--- src/bc3_block_decoder_defines.svh ---
// assertion macros shared by the decoder rtl
`ifndef BC3_BLOCK_DECODER_DEFINES_SVH
`define BC3_BLOCK_DECODER_DEFINES_SVH

`ifndef SYNTHESIS

// property checked on every clock outside reset
`define BC3_ASSERT(label, prop, msg) \
    label: assert property (@(posedge i_clk) disable iff (!i_rst_n) (prop)) else $error(msg);

// condition in one cycle implies a property in the next
`define BC3_ASSERT_NEXT(label, cond, prop, msg) \
    label: assert property (@(posedge i_clk) disable iff (!i_rst_n) (cond) |=> (prop)) \
        else $error(msg);

`else

`define BC3_ASSERT(label, prop, msg)
`define BC3_ASSERT_NEXT(label, cond, prop, msg)

`endif

`endif

--- src/bc3_pkg.sv ---
package bc3_pkg;

    // image and tile geometry
    localparam int MAX_DIM   = 4096;
    localparam int DIM_W     = 13;
    localparam int COL_W     = 10;
    localparam int TILE_W    = COL_W + 1;
    localparam int POS_W     = 12;
    localparam int CH_W      = 8;
    localparam int HALF_W    = 64;
    localparam int TEXELS    = 16;
    localparam int TIDX_W    = 4;

    // configuration register indexes
    localparam int CFG_IDX_W = 1;
    localparam logic [CFG_IDX_W-1:0] REG_IMAGE_WIDTH  = 1'b0;
    localparam logic [CFG_IDX_W-1:0] REG_IMAGE_HEIGHT = 1'b1;

    // queue between front and back
    localparam int Q_DEPTH   = 2;
    localparam int Q_PTR_W   = (Q_DEPTH > 1) ? $clog2(Q_DEPTH) : 1;
    localparam int Q_CNT_W   = $clog2(Q_DEPTH + 1);

    // reciprocals for division by small constants
    localparam int RCP3  = ((1 << 11) + 2) / 3;
    localparam int RCP5  = ((1 << 14) + 4) / 5;
    localparam int RCP7  = ((1 << 14) + 6) / 7;
    localparam int RCP31 = ((1 << 18) + 30) / 31;
    localparam int RCP63 = ((1 << 20) + 62) / 63;
    localparam int EXP5_K = 255 * RCP31;
    localparam int EXP6_K = 255 * RCP63;

    // block after classification, before palette division
    typedef struct packed {
        logic [POS_W-1:0]               base_x;
        logic [POS_W-1:0]               base_y;
        logic [TEXELS-1:0]              mask;
        logic [TEXELS-1:0]              end_mask;
        logic [TEXELS-1:0][2:0]         aidx;
        logic [TEXELS-1:0][1:0]         cidx;
        logic [CH_W-1:0]                a0;
        logic [CH_W-1:0]                a1;
        logic                           sevenths;
        logic [5:0][10:0]               anum;
        logic [1:0][2:0][CH_W-1:0]      cend;
        logic [1:0][2:0][9:0]           cnum;
    } t_pre;

    // block with full palettes, as queued for the back end
    typedef struct packed {
        logic [POS_W-1:0]               base_x;
        logic [POS_W-1:0]               base_y;
        logic [TEXELS-1:0]              mask;
        logic [TEXELS-1:0]              end_mask;
        logic [TEXELS-1:0][2:0]         aidx;
        logic [TEXELS-1:0][1:0]         cidx;
        logic [7:0][CH_W-1:0]           apal;
        logic [3:0][2:0][CH_W-1:0]      cpal;
    } t_blk;

    // one decoded texel
    typedef struct packed {
        logic [POS_W-1:0] x;
        logic [POS_W-1:0] y;
        logic [CH_W-1:0]  r;
        logic [CH_W-1:0]  g;
        logic [CH_W-1:0]  b;
        logic [CH_W-1:0]  a;
        logic             block_end;
        logic             image_end;
    } t_texel;

    // zero reads as one, oversize reads as the largest size
    function automatic logic [DIM_W-1:0] eff_dim(input logic [DIM_W-1:0] v);
        logic [DIM_W-1:0] r;
        if (v == '0) begin
            r = DIM_W'(1);
        end else if (v > DIM_W'(MAX_DIM)) begin
            r = DIM_W'(MAX_DIM);
        end else begin
            r = v;
        end
        return r;
    endfunction

    // x * 255 / 31, truncated
    function automatic logic [CH_W-1:0] exp5(input logic [4:0] x);
        logic [31:0] p;
        p = 32'(x) * 32'(EXP5_K);
        return CH_W'(p >> 18);
    endfunction

    // x * 255 / 63, truncated
    function automatic logic [CH_W-1:0] exp6(input logic [5:0] x);
        logic [31:0] p;
        p = 32'(x) * 32'(EXP6_K);
        return CH_W'(p >> 20);
    endfunction

    function automatic logic [CH_W-1:0] div3(input logic [9:0] v);
        logic [19:0] p;
        p = 20'(v) * 20'(RCP3);
        return CH_W'(p >> 11);
    endfunction

    function automatic logic [CH_W-1:0] div5(input logic [10:0] v);
        logic [22:0] p;
        p = 23'(v) * 23'(RCP5);
        return CH_W'(p >> 14);
    endfunction

    function automatic logic [CH_W-1:0] div7(input logic [10:0] v);
        logic [22:0] p;
        p = 23'(v) * 23'(RCP7);
        return CH_W'(p >> 14);
    endfunction

endpackage

--- src/bc3_block_decoder.sv ---
// channel  | direction | handshake         | words
// ---------+-----------+-------------------+---------------------------------------
// block    | in        | push / full       | i_alpha_half, i_color_half
// texel    | out       | empty / pop       | o_pixel_x/y, o_red..o_alpha, ends
// config   | in        | i_cfg_we          | i_cfg_idx, i_cfg_wdata
//
// a queued block has 1 to 16 texels inside the image, and the back end sends them
// one texel a cycle from the output register while the texel side pops
// a block with no texels inside the image is dropped by the front end, never queued
// the front end classifies a block into a register and divides its palettes on the
// way into a two-word queue, so it can take the next block while the back end sends
// synchronous active-low reset: 4x4 image size, clear tile counters, queue, valids
// full rises only when the queue is full and the front stage holds texels to queue

module bc3_block_decoder import bc3_pkg::*; (
    input  logic                 i_clk,
    input  logic                 i_rst_n,
    input  logic                 push,
    output logic                 full,
    input  logic [HALF_W-1:0]    i_alpha_half,
    input  logic [HALF_W-1:0]    i_color_half,
    input  logic                 i_cfg_we,
    input  logic [CFG_IDX_W-1:0] i_cfg_idx,
    input  logic [DIM_W-1:0]     i_cfg_wdata,
    output logic                 empty,
    input  logic                 pop,
    output logic [POS_W-1:0]     o_pixel_x,
    output logic [POS_W-1:0]     o_pixel_y,
    output logic [CH_W-1:0]      o_red,
    output logic [CH_W-1:0]      o_green,
    output logic [CH_W-1:0]      o_blue,
    output logic [CH_W-1:0]      o_alpha,
    output logic                 o_block_end,
    output logic                 o_image_end
);

    logic   q_push, q_full, q_pop, q_empty;
    t_blk   q_wdata, q_rdata;
    t_texel texel;

    // front: classify blocks and build palettes
    bc3_front u_front (
        .i_clk        (i_clk),
        .i_rst_n      (i_rst_n),
        .i_push       (push),
        .o_full       (full),
        .i_alpha_half (i_alpha_half),
        .i_color_half (i_color_half),
        .i_cfg_we     (i_cfg_we),
        .i_cfg_idx    (i_cfg_idx),
        .i_cfg_wdata  (i_cfg_wdata),
        .o_q_push     (q_push),
        .i_q_full     (q_full),
        .o_q_data     (q_wdata)
    );

    // block queue between front and back
    bc3_queue u_queue (
        .i_clk   (i_clk),
        .i_rst_n (i_rst_n),
        .i_push  (q_push),
        .o_full  (q_full),
        .i_data  (q_wdata),
        .i_pop   (q_pop),
        .o_empty (q_empty),
        .o_data  (q_rdata)
    );

    // back: send texels one a cycle while the texel side pops
    bc3_back u_back (
        .i_clk     (i_clk),
        .i_rst_n   (i_rst_n),
        .i_q_empty (q_empty),
        .i_q_data  (q_rdata),
        .o_q_pop   (q_pop),
        .o_empty   (empty),
        .i_pop     (pop),
        .o_texel   (texel)
    );

    assign o_pixel_x   = texel.x;
    assign o_pixel_y   = texel.y;
    assign o_red       = texel.r;
    assign o_green     = texel.g;
    assign o_blue      = texel.b;
    assign o_alpha     = texel.a;
    assign o_block_end = texel.block_end;
    assign o_image_end = texel.image_end;

endmodule

--- src/bc3_front.sv ---
`include "bc3_block_decoder_defines.svh"

module bc3_front import bc3_pkg::*; (
    input  logic                 i_clk,
    input  logic                 i_rst_n,
    input  logic                 i_push,
    output logic                 o_full,
    input  logic [HALF_W-1:0]    i_alpha_half,
    input  logic [HALF_W-1:0]    i_color_half,
    input  logic                 i_cfg_we,
    input  logic [CFG_IDX_W-1:0] i_cfg_idx,
    input  logic [DIM_W-1:0]     i_cfg_wdata,
    output logic                 o_q_push,
    input  logic                 i_q_full,
    output t_blk                 o_q_data
);

    logic [DIM_W-1:0]  r_width, r_height;
    logic [COL_W-1:0]  r_col, r_row, n_col, n_row;
    t_pre              r_pre, n_pre;
    logic              r_pre_vld, n_pre_vld;

    logic [DIM_W-1:0]  w_eff, h_eff;
    logic [TILE_W-1:0] bx_cnt, by_cnt;
    logic [POS_W-1:0]  x_base, y_base;
    logic [3:0]        col_ok, row_ok, col_end, row_end;
    logic              accept, stall;

    // configuration registers
    always_ff @(posedge i_clk) begin
        if (!i_rst_n) begin
            r_width  <= DIM_W'(4);
            r_height <= DIM_W'(4);
        end else if (i_cfg_we) begin
            unique case (i_cfg_idx)
                REG_IMAGE_WIDTH:  r_width  <= i_cfg_wdata;
                REG_IMAGE_HEIGHT: r_height <= i_cfg_wdata;
                default: ;
            endcase
        end
    end

    // tile counts and position of the incoming block
    assign w_eff  = eff_dim(r_width);
    assign h_eff  = eff_dim(r_height);
    assign bx_cnt = TILE_W'((w_eff + DIM_W'(3)) >> 2);
    assign by_cnt = TILE_W'((h_eff + DIM_W'(3)) >> 2);
    assign x_base = {r_col, 2'b00};
    assign y_base = {r_row, 2'b00};

    // which columns and rows of the tile fall inside the image
    always_comb begin
        for (int j = 0; j < 4; j++) begin
            col_ok[j]  = (DIM_W'(x_base) + DIM_W'(j)) < w_eff;
            row_ok[j]  = (DIM_W'(y_base) + DIM_W'(j)) < h_eff;
            col_end[j] = (DIM_W'(x_base) + DIM_W'(j)) == (w_eff - DIM_W'(1));
            row_end[j] = (DIM_W'(y_base) + DIM_W'(j)) == (h_eff - DIM_W'(1));
        end
    end

    // handshake: stage holds while a block with texels waits on the queue
    assign stall    = r_pre_vld && (r_pre.mask != '0) && i_q_full;
    assign o_full   = stall;
    assign accept   = i_push && !stall;
    assign o_q_push = r_pre_vld && (r_pre.mask != '0) && !i_q_full;

    // classify the block and form palette numerators
    always_comb begin
        n_pre = r_pre;
        if (accept) begin
            n_pre.base_x   = x_base;
            n_pre.base_y   = y_base;
            for (int i = 0; i < TEXELS; i++) begin
                n_pre.mask[i]     = col_ok[i % 4] && row_ok[i / 4];
                n_pre.end_mask[i] = col_end[i % 4] && row_end[i / 4];
            end
            n_pre.aidx     = i_alpha_half[HALF_W-1:16];
            n_pre.cidx     = i_color_half[HALF_W-1:32];
            n_pre.a0       = i_alpha_half[7:0];
            n_pre.a1       = i_alpha_half[15:8];
            n_pre.sevenths = i_alpha_half[7:0] > i_alpha_half[15:8];
            for (int i = 1; i <= 6; i++) begin
                if (i_alpha_half[7:0] > i_alpha_half[15:8]) begin
                    n_pre.anum[i-1] = 11'((7 - i) * i_alpha_half[7:0]
                                          + i * i_alpha_half[15:8]);
                end else if (i <= 4) begin
                    n_pre.anum[i-1] = 11'((5 - i) * i_alpha_half[7:0]
                                          + i * i_alpha_half[15:8]);
                end else begin
                    n_pre.anum[i-1] = '0;
                end
            end
            n_pre.cend[0][0] = exp5(i_color_half[15:11]);
            n_pre.cend[0][1] = exp6(i_color_half[10:5]);
            n_pre.cend[0][2] = exp5(i_color_half[4:0]);
            n_pre.cend[1][0] = exp5(i_color_half[31:27]);
            n_pre.cend[1][1] = exp6(i_color_half[26:21]);
            n_pre.cend[1][2] = exp5(i_color_half[20:16]);
            for (int k = 0; k < 3; k++) begin
                n_pre.cnum[0][k] = 10'(2 * n_pre.cend[0][k] + n_pre.cend[1][k]);
                n_pre.cnum[1][k] = 10'(n_pre.cend[0][k] + 2 * n_pre.cend[1][k]);
            end
        end
    end

    // stage valid and tile counters
    always_comb begin
        n_pre_vld = r_pre_vld;
        n_col     = r_col;
        n_row     = r_row;
        if (accept) begin
            n_pre_vld = 1'b1;
            if ((TILE_W'(r_col) + TILE_W'(1)) >= bx_cnt) begin
                n_col = '0;
                if ((TILE_W'(r_row) + TILE_W'(1)) >= by_cnt) begin
                    n_row = '0;
                end else begin
                    n_row = r_row + COL_W'(1);
                end
            end else begin
                n_col = r_col + COL_W'(1);
            end
        end else if (!stall) begin
            n_pre_vld = 1'b0;
        end
    end

    always_ff @(posedge i_clk) begin
        if (!i_rst_n) begin
            r_pre_vld <= 1'b0;
            r_col     <= '0;
            r_row     <= '0;
        end else begin
            r_pre_vld <= n_pre_vld;
            r_col     <= n_col;
            r_row     <= n_row;
        end
    end

    always_ff @(posedge i_clk) begin
        r_pre <= n_pre;
    end

    // finish palettes: divide numerators by constants
    always_comb begin
        o_q_data.base_x   = r_pre.base_x;
        o_q_data.base_y   = r_pre.base_y;
        o_q_data.mask     = r_pre.mask;
        o_q_data.end_mask = r_pre.end_mask;
        o_q_data.aidx     = r_pre.aidx;
        o_q_data.cidx     = r_pre.cidx;
        o_q_data.apal[0]  = r_pre.a0;
        o_q_data.apal[1]  = r_pre.a1;
        for (int i = 0; i < 6; i++) begin
            if (r_pre.sevenths) begin
                o_q_data.apal[i+2] = div7(r_pre.anum[i]);
            end else if (i < 4) begin
                o_q_data.apal[i+2] = div5(r_pre.anum[i]);
            end else if (i == 4) begin
                o_q_data.apal[i+2] = '0;
            end else begin
                o_q_data.apal[i+2] = CH_W'(255);
            end
        end
        o_q_data.cpal[0] = r_pre.cend[0];
        o_q_data.cpal[1] = r_pre.cend[1];
        for (int k = 0; k < 3; k++) begin
            o_q_data.cpal[2][k] = div3(r_pre.cnum[0][k]);
            o_q_data.cpal[3][k] = div3(r_pre.cnum[1][k]);
        end
    end

    // checks
    `BC3_ASSERT(a_front_push_has_texels, o_q_push |-> (r_pre.mask != '0), "empty block queued")
    `BC3_ASSERT_NEXT(a_front_stall_holds, stall, r_pre_vld && $stable(r_pre), "stalled block lost")

endmodule

--- src/bc3_queue.sv ---
`include "bc3_block_decoder_defines.svh"

module bc3_queue import bc3_pkg::*; (
    input  logic i_clk,
    input  logic i_rst_n,
    input  logic i_push,
    output logic o_full,
    input  t_blk i_data,
    input  logic i_pop,
    output logic o_empty,
    output t_blk o_data
);

    t_blk                r_mem [Q_DEPTH];
    logic [Q_PTR_W-1:0]  r_wr, r_rd;
    logic [Q_CNT_W-1:0]  r_cnt;
    logic                do_push, do_pop;

    assign o_full  = r_cnt == Q_CNT_W'(Q_DEPTH);
    assign o_empty = r_cnt == '0;
    assign do_push = i_push && !o_full;
    assign do_pop  = i_pop && !o_empty;
    assign o_data  = r_mem[r_rd];

    // pointers wrap at the queue depth
    always_ff @(posedge i_clk) begin
        if (!i_rst_n) begin
            r_wr  <= '0;
            r_rd  <= '0;
            r_cnt <= '0;
        end else begin
            if (do_push) begin
                r_wr <= (r_wr == Q_PTR_W'(Q_DEPTH - 1)) ? '0 : r_wr + Q_PTR_W'(1);
            end
            if (do_pop) begin
                r_rd <= (r_rd == Q_PTR_W'(Q_DEPTH - 1)) ? '0 : r_rd + Q_PTR_W'(1);
            end
            if (do_push && !do_pop) begin
                r_cnt <= r_cnt + Q_CNT_W'(1);
            end else if (do_pop && !do_push) begin
                r_cnt <= r_cnt - Q_CNT_W'(1);
            end
        end
    end

    // storage
    always_ff @(posedge i_clk) begin
        if (do_push) begin
            r_mem[r_wr] <= i_data;
        end
    end

    // checks
    `BC3_ASSERT(a_queue_no_overflow, i_push |-> !o_full, "block pushed into full queue")

endmodule

--- src/bc3_back.sv ---
`include "bc3_block_decoder_defines.svh"

module bc3_back import bc3_pkg::*; (
    input  logic   i_clk,
    input  logic   i_rst_n,
    input  logic   i_q_empty,
    input  t_blk   i_q_data,
    output logic   o_q_pop,
    output logic   o_empty,
    input  logic   i_pop,
    output t_texel o_texel
);

    t_blk               r_cur;
    logic               r_cur_vld;
    logic [TEXELS-1:0]  r_rem, rem_nx;
    t_texel             r_out, texel;
    logic               r_out_vld;

    logic [TIDX_W-1:0]  idx;
    logic [2:0]         ai;
    logic [1:0]         ci;
    logic               out_free, emit, last, load;

    // lowest texel still to be sent
    always_comb begin
        idx = '0;
        for (int i = TEXELS - 1; i >= 0; i--) begin
            if (r_rem[i]) begin
                idx = TIDX_W'(i);
            end
        end
    end

    assign rem_nx   = r_rem & ~(TEXELS'(1) << idx);
    assign last     = rem_nx == '0;
    assign out_free = !r_out_vld || i_pop;
    assign emit     = r_cur_vld && out_free;
    assign load     = !i_q_empty && (!r_cur_vld || (emit && last));
    assign o_q_pop  = load;

    // palette lookup for the selected texel
    assign ai = r_cur.aidx[idx];
    assign ci = r_cur.cidx[idx];

    always_comb begin
        texel.x         = {r_cur.base_x[POS_W-1:2], idx[1:0]};
        texel.y         = {r_cur.base_y[POS_W-1:2], idx[3:2]};
        texel.r         = r_cur.cpal[ci][0];
        texel.g         = r_cur.cpal[ci][1];
        texel.b         = r_cur.cpal[ci][2];
        texel.a         = r_cur.apal[ai];
        texel.block_end = last;
        texel.image_end = r_cur.end_mask[idx];
    end

    // control
    always_ff @(posedge i_clk) begin
        if (!i_rst_n) begin
            r_cur_vld <= 1'b0;
            r_out_vld <= 1'b0;
            r_rem     <= '0;
        end else begin
            if (load) begin
                r_cur_vld <= 1'b1;
                r_rem     <= i_q_data.mask;
            end else if (emit) begin
                r_cur_vld <= !last;
                r_rem     <= rem_nx;
            end
            if (emit) begin
                r_out_vld <= 1'b1;
            end else if (i_pop) begin
                r_out_vld <= 1'b0;
            end
        end
    end

    // payload
    always_ff @(posedge i_clk) begin
        if (load) begin
            r_cur <= i_q_data;
        end
        if (emit) begin
            r_out <= texel;
        end
    end

    assign o_empty = !r_out_vld;
    assign o_texel = r_out;

    // checks
    `BC3_ASSERT(a_back_busy_has_texels, r_cur_vld |-> (r_rem != '0), "active block with no texels")
    `BC3_ASSERT(a_back_pop_not_empty, o_q_pop |-> !i_q_empty, "pop from empty queue")

endmodule

--- config.mk ---
export PLATFORM = sky130hd
export DESIGN_NAME = bc3_block_decoder
export DESIGN_NICKNAME = d
export VERILOG_FILES = /design/src/bc3_pkg.sv /design/src/bc3_block_decoder.sv /design/src/bc3_front.sv /design/src/bc3_queue.sv /design/src/bc3_back.sv
export VERILOG_INCLUDE_DIRS = /design/src /design/src/src
export SDC_FILE = /design/constraint.sdc
export NUM_CORES = 2
export LEC_CHECK = 0
export BUFFER_PORTS_ARGS = -buffer_cell sky130_fd_sc_hd__buf_2
export CORE_UTILIZATION = 55
export CTS_BUF_LIST = sky130_fd_sc_hd__clkbuf_16
export CTS_CLUSTER_DIAMETER = 150
export DETAILED_ROUTE_END_ITERATION = 6
export GPL_TIMING_DRIVEN = 0
export HOLD_SLACK_MARGIN = 0.1
export PLACE_DENSITY = 0.84
export SLEW_MARGIN = 0
export SYNTH_ARGS = -nofsm -noshare
export SYNTH_HDL_FRONTEND = slang
export SYNTH_SLANG_ARGS = --single-unit
--- constraint.sdc ---
create_clock -name i_clk -period 14.01 [get_ports i_clk]
set_input_delay 2.802 -clock i_clk [delete_from_list [all_inputs] [get_ports i_clk]]
set_output_delay 2.802 -clock i_clk [all_outputs]
set_load 0.005 [all_outputs]
Yosys cells after proc, flatten, opt, wreduce, memory -nomap -nowiden
Memories as Yosys holds them, arrays and structs flattened. A register that Yosys moved wholly into a read port is not among the register bits.
Index checks and enable logic that the tools add are counted.
{"block": "classes", "add_sub_neg": 34, "n_mul": 28, "n_lt_le_gt_ge": 16, "eq_ne": 10, "shifts": 1, "mux": 58, "n_bitwise": 3, "n_reduce_logical": 64}
{"op": "$mul 11x12->22 const B", "n": 10}
{"op": "$mul 10x10->19 const B", "n": 6}
{"op": "$mul 5x22->26 const B", "n": 4}
{"op": "$eq 13x13->1", "n": 6}
{"op": "$lt 13x13->1", "n": 6}
{"op": "$mux 4", "n": 16}
{"op": "$mul 6x23->28 const B", "n": 2}
{"op": "$mux 8", "n": 7}
{"op": "$add 12x2->13 const B", "n": 4}
{"op": "$mux 13", "n": 4}
{"op": "$bmux 24 s2", "n": 1}
{"op": "$mux 11", "n": 4}
{"op": "$logic_and 1x1->1", "n": 43}
{"op": "$mul 2x8->10 const A", "n": 4}
{"op": "$mux 16", "n": 2}
{"op": "$add 8x9->10", "n": 3}
{"op": "$add 9x8->10", "n": 3}
{"op": "$add 12x1->13 const B", "n": 2}
{"op": "$add 13x2->13 const B", "n": 2}
{"op": "$eq 12x13->1", "n": 2}
{"op": "$gt 13x13->1 const B", "n": 2}
{"op": "$logic_not 13->1", "n": 2}
{"op": "$lt 12x13->1", "n": 2}
{"op": "$sub 13x1->13 const B", "n": 2}
{"op": "42 further kinds", "n": 75}
{"block": "totals", "regBits": 730, "ramBits": 584, "input_bits": 147, "output_inout_bits": 60, "word_cells": 346, "n_memories": 1}
{"name": "u_queue.r_mem", "words": 2, "word_bits": 292, "read_ports": 1, "rd_ports_with_merged_regs": 1, "write_ports": 1, "line_no": "bc3_queue.sv:14", "rtl": "t_blk r_mem [Q_DEPTH];"}

Depth between registers and ports, before layout
{"block": "depth", "ltp_word": 27, "depth_mapped": 24, "depth_no_buf": 24}

Modules after synthesis
Synthesis repeated with hierarchy kept, for this count alone.
{"block": "unflattened", "hier_cells": 7236, "hier_area_um2": 91280.0}
{"mod": "bc3_front", "instances": 1, "cells_per_inst": 5552, "area_per_inst_um2": 55328.1, "seq_area_each_um2": 10339.9}
{"mod": "bc3_queue", "instances": 1, "cells_per_inst": 946, "area_per_inst_um2": 22585.4, "seq_area_each_um2": 17877.1}
{"mod": "bc3_back", "instances": 1, "cells_per_inst": 738, "area_per_inst_um2": 13366.6, "seq_area_each_um2": 10390.0}

Least setup slack after synthesis
OpenSTA, ideal clock, no wires.
{"block": "synth_timing", "path_kind": "reg2reg", "from": "register u_front.r_pre (netlist bit u_front.o_q_data[257])", "to": "register u_queue.r_wr", "setup_time_ps": 115, "arrival_ps": 13918, "required_time_ps": 13895, "slack_ps": -23, "stages_incl_launch_ff": 7, "n_path_buf": 0, "synth_period_minus_slack_ps": 14033, "cell_sequence": "edfxtp_1 nor4_1 nand4_1 nand2_1 or2_2 nor2_1 o21a_1"}
{"block": "synth_via", "elab_chain_cells": 4}
{"element": "start, declared", "line_no": "bc3_front.sv:20", "rtl": "t_pre r_pre, n_pre;"}
{"element": "start signal, assigned", "line_no": "bc3_front.sv:141", "rtl": "r_pre <= n_pre;"}
{"element": "$reduce_bool 16->1", "line_no": "bc3_front.sv:65", "rtl": "assign o_q_push = r_pre_vld && (r_pre.mask != '0) && !i_q_full;"}
{"element": "$logic_and 1x1->1 (2 in series)", "line_no": "bc3_front.sv:65"}
{"element": "$logic_and 1x1->1", "line_no": "bc3_queue.sv:21", "rtl": "assign do_push = i_push && !o_full;"}
{"element": "end signal, assigned", "line_no": "bc3_queue.sv:33", "rtl": "r_wr <= (r_wr == Q_PTR_W'(Q_DEPTH - 1)) ? '0 : r_wr + Q_PTR_W'(1);"}
{"element": "end, declared", "line_no": "bc3_queue.sv:15", "rtl": "logic [Q_PTR_W-1:0] r_wr, r_rd;"}
Every way passes these cells.
A chain may end at the register's enable or synchronous reset.

Worst setup path in the final report
{"block": "layout_timing", "from": "input i_color_half[5]", "to": "register u_front.r_pre[48] in the netlist's numbering, data pin"}
{"block": "layout_via", "elab_chain_cells": 2}
{"element": "start, declared", "line_no": "bc3_block_decoder.sv:21", "rtl": "input logic [HALF_W-1:0] i_color_half,"}
{"element": "$mul 6x23->28", "line_no": "bc3_pkg.sv:96", "rtl": "p = 32'(x) * 32'(EXP6_K);"}
{"element": "$add 8x9->10", "line_no": "bc3_front.sv:101", "rtl": "n_pre.cnum[1][k] = 10'(n_pre.cend[0][k] + 2 * n_pre.cend[1][k]);"}
Every way passes these cells.

==> flow_metrics.env <==
export IMPL_worst_r2r_path_depth=17
export IMPL_die_h_um=401.1
export IMPL_num_nets_final=9243
export IMPL_ys_warn_count=0
export IMPL_netlist_area_um2=87620
export IMPL_post_route_period_util=0.5838
export IMPL_gp_congestion=0.9205
export IMPL_cts_setup_buffers=0
export IMPL_dr_pass1_iters=6
export IMPL_cts_made_buffers=134
export IMPL_async_flop_share=0
export IMPL_dp_final_hpwl_mm=144.7
export IMPL_drt_iter0_drc=4061
export IMPL_maxSlewViolCount=0
export IMPL_grt_util_all_layers=0.2389
export IMPL_ant_nets=0
export IMPL_dieArea_um2=160900
export IMPL_clk_pin_slew_ns=0.06
export IMPL_synth_top_area_share=0.4219
export IMPL_min_path_cells=0
export IMPL_cts_tree="built"
export IMPL_tightest_slew_ns=1.322
export IMPL_setup_violations_final=0
export IMPL_crit_path_end_kind="flip-flop"
export IMPL_maxCapViolCount=0
export IMPL_post_cts_resized=0
export IMPL_hp_class="flip-flop to flip-flop"
export IMPL_drcViolationCount=0
export IMPL_htree_levels=4
export IMPL_clock_sinks=1301
export IMPL_drive_gt1_frac=0.1129
export IMPL_io_buffers=205
export IMPL_ys_seq_area_frac=0.4379
export IMPL_synth_nets=8872
export IMPL_criticalPathCategory="primary input to flip-flop"
export IMPL_syn_area_per_cell_um2=12.76
export IMPL_hold_buffers=0
export IMPL_whs_ns=0.4175
export IMPL_area_growth_pct=9.872
export IMPL_synth_flop_cell="edfxtp_1"
export IMPL_cp_max_fo=7
export IMPL_maxSlewHeadroom=0.1137
export IMPL_synth_edf_count=1231
export IMPL_fmax_mhz=122.3
export IMPL_yosys_register_bits=1301
export IMPL_ys_types=83
export IMPL_gr_total_overflow=0
export IMPL_cts_path_max_buffers=3
export IMPL_min_period_ns=8.178
export IMPL_clock_latency_ns=0.77
export IMPL_vias=53660
export IMPL_drt_wl_total_mm=190.9
export IMPL_grt_max_degree=107
export IMPL_startpoint_type="primary input"
export IMPL_wl_per_cell_um=20.25
export IMPL_skew_ns=0.03609
export IMPL_cp_required_ns=14.48
export IMPL_final_util=0.6085
export IMPL_synthTopCellsByArea="edfxtp_1 42%, ha_1 20%, fa_1 11%"
export IMPL_grt_pass1_wl_mm=302.4
export IMPL_synthCells=6869
export IMPL_num_io_pins=207
export IMPL_avgViaCountPerCell=5.691
export IMPL_initial_core_util=0.5538
export IMPL_antenna_found_initial=20
export IMPL_grt_pass1_vias=56150
export IMPL_dp_cells=9175
export IMPL_timing_final_hold_violations=0
export IMPL_cts_root_buffer="clkbuf_16"
export IMPL_critPathArrivalTime_ns=8.64
export IMPL_setup_tns_final_ns=0
export IMPL_die_width_um=401.1
export IMPL_rsz0062_at_grt="no"
export IMPL_status="finished clean"
export IMPL_core_area_um2=158200
export IMPL_synth_largest_area_cell="edfxtp_1"
export IMPL_rows=146
export IMPL_final_cells=9428
state kept, by name, summed over array words and instances (netlist names), 2 cells and up, named ones only:
signal / count
u_queue.r_mem: 584
u_back.r_cur: 276
u_front.o_q_data: 188
u_front.r_pre: 125
u_back.o_texel: 58
u_back.r_rem: 16
u_front.r_height: 13
u_front.r_width: 13
u_front.r_col: 10
u_front.r_row: 10
u_queue.r_cnt: 2
metrics by stage:
| stage | setup WS (ns) | cell area [um^2] |
|---|---|---|
| 4_1_cts | 5.825 | 96220 |
| 2_1_floorplan | 0.06177 | 87620 |
| 3_5_place_dp | 5.066 | 91930 |
| 3_3_place_gp | -7.424 | 91240 |
| 6_report | 5.832 | 96260 |
| 5_1_grt | 5.469 | 96260 |
worst paths after layout:
kind / slack (ns) / endpoint / from
max: 5.83 / u_front.r_pre[48]$_DFFE_PP_ / i_color_half[5]
min: 0.42 / u_back.o_texel[44]$_DFFE_PP_ / u_back.r_cur[282]$_DFFE_PP_
max reg2reg: 7.52 / u_queue.r_mem[1][135]$_DFFE_PP_ / u_front.r_pre[133]$_DFFE_PP_
min reg2reg: 0.42 / u_back.o_texel[44]$_DFFE_PP_ / u_back.r_cur[282]$_DFFE_PP_
logic make-up after synthesis:
| kind of cell | after synthesis | synth area share |
|---|---|---|
| AOI/OAI and AO/OA | 827 | 0.06273 |
| xor gates and xnor gates | 341 | 0.03409 |
| adders and majority gates | 1856 | 0.3061 |
| buffers and inverters | 1156 | 0.05018 |
| DFF | 1301 | 0.4379 |
| muxes | 416 | 0.05578 |
| and+or+nand+nor | 972 | 0.05322 |
placed cells by master (no fill, tap or decap), types with 17 or more instances in the layout:
cell       netlist  final
dfxtp_1         70     70
fa_1           479    479
ha_1          1377   1377
nor2b_1         47     47
clkbuf_1        91     91
o211ai_1        30     30
o21bai_1        60     60
clkinv_2         1     22
a211oi_1        18     18
clkinv_1         2     28
a21oi_1        230    230
buf_12           0     18
and2_1          18     18
or3_1           17     17
and3_1          44     44
nand3_1         83     83
xor2_1          91     91
a31oi_1         22     22
nor2_1         271    269
xnor2_1        250    250
mux2_2         308    308
or2_2           22     22
a21boi_0        35     35
edfxtp_1      1231   1231
nand4_1         32     32
o21ai_0        124    124
mux2i_1         81     81
nor3_1          74     74
mux4_2          27     27
clkbuf_16        0    136
buf_2           12    216
nand2b_1        28     28
nand2_1        264    264
a21o_1          86     86
inv_1         1032   1061
o21a_1          67     67
layer usage:
metal  up-vias  global-route usage  part of all wire
li1      25100                   -                 -
met1     26510              0.3212              0.42
met2      1696              0.4004              0.48
met3       341             0.03589             0.067
met4        10             0.07145             0.027
met5         -                   0           0.00033
cell type report:
class,instances,area (um^2)
Sequential cell,1301,38370
Clock inverter,110,889.6
Buffer,120,516.7
Timing Repair Buffer,235,1717
Multi-Input combinational cell,4412,44870
Inverter,1036,3897
Clock buffer,136,3403
Antenna cell,6,15.01
Fill cell,11580,61930
Tap cell,2072,2592
worst max-delay path, cell delays in order:
cell	delay [ns]
buf_2	0.20
inv_1	0.13
fa_1	0.66
inv_1	0.16
fa_1	0.55
inv_1	0.05
fa_1	0.49
inv_1	0.04
ha_1	0.18
a311oi_1	0.27
nor2_1	0.07
o21ai_0	0.20
a211oi_1	0.12
o21ai_0	0.19
o21ai_0	0.18
a31o_2	0.34
xnor2_1	0.52
ha_1	0.35
a21o_1	0.17
a21oi_1	0.24
o21bai_1	0.09
a21oi_1	0.25
o21bai_1	0.09
a21oi_1	0.17
xnor2_1	0.09
Yosys cell counts, drive strengths merged, types with 12 or more instances:
library cell / number
a21boi: 35
nand2b: 28
ha: 1377
xor2: 91
a31oi: 23
mux4: 27
buf: 29
dfxtp: 70
o21ai: 129
xnor2: 250
nand3b: 12
a21o: 86
or3: 17
nor2: 271
inv: 1033
a211oi: 18
o21a: 67
a211o: 14
and4: 13
nor2b: 47
mux2i: 81
a21oi: 231
fa: 479
nand2: 264
o2111ai: 13
nand3: 83
mux2: 308
edfxtp: 1231
or2: 23
and3: 44
o211ai: 30
o31ai: 19
nor3: 77
nor4: 18
o21bai: 60
nand4: 32
and2: 18
clkbuf: 91
Power is left out: the tool's default activity adds up to more than one toggle a clock period on the data nets, which glitch-free logic cannot reach.
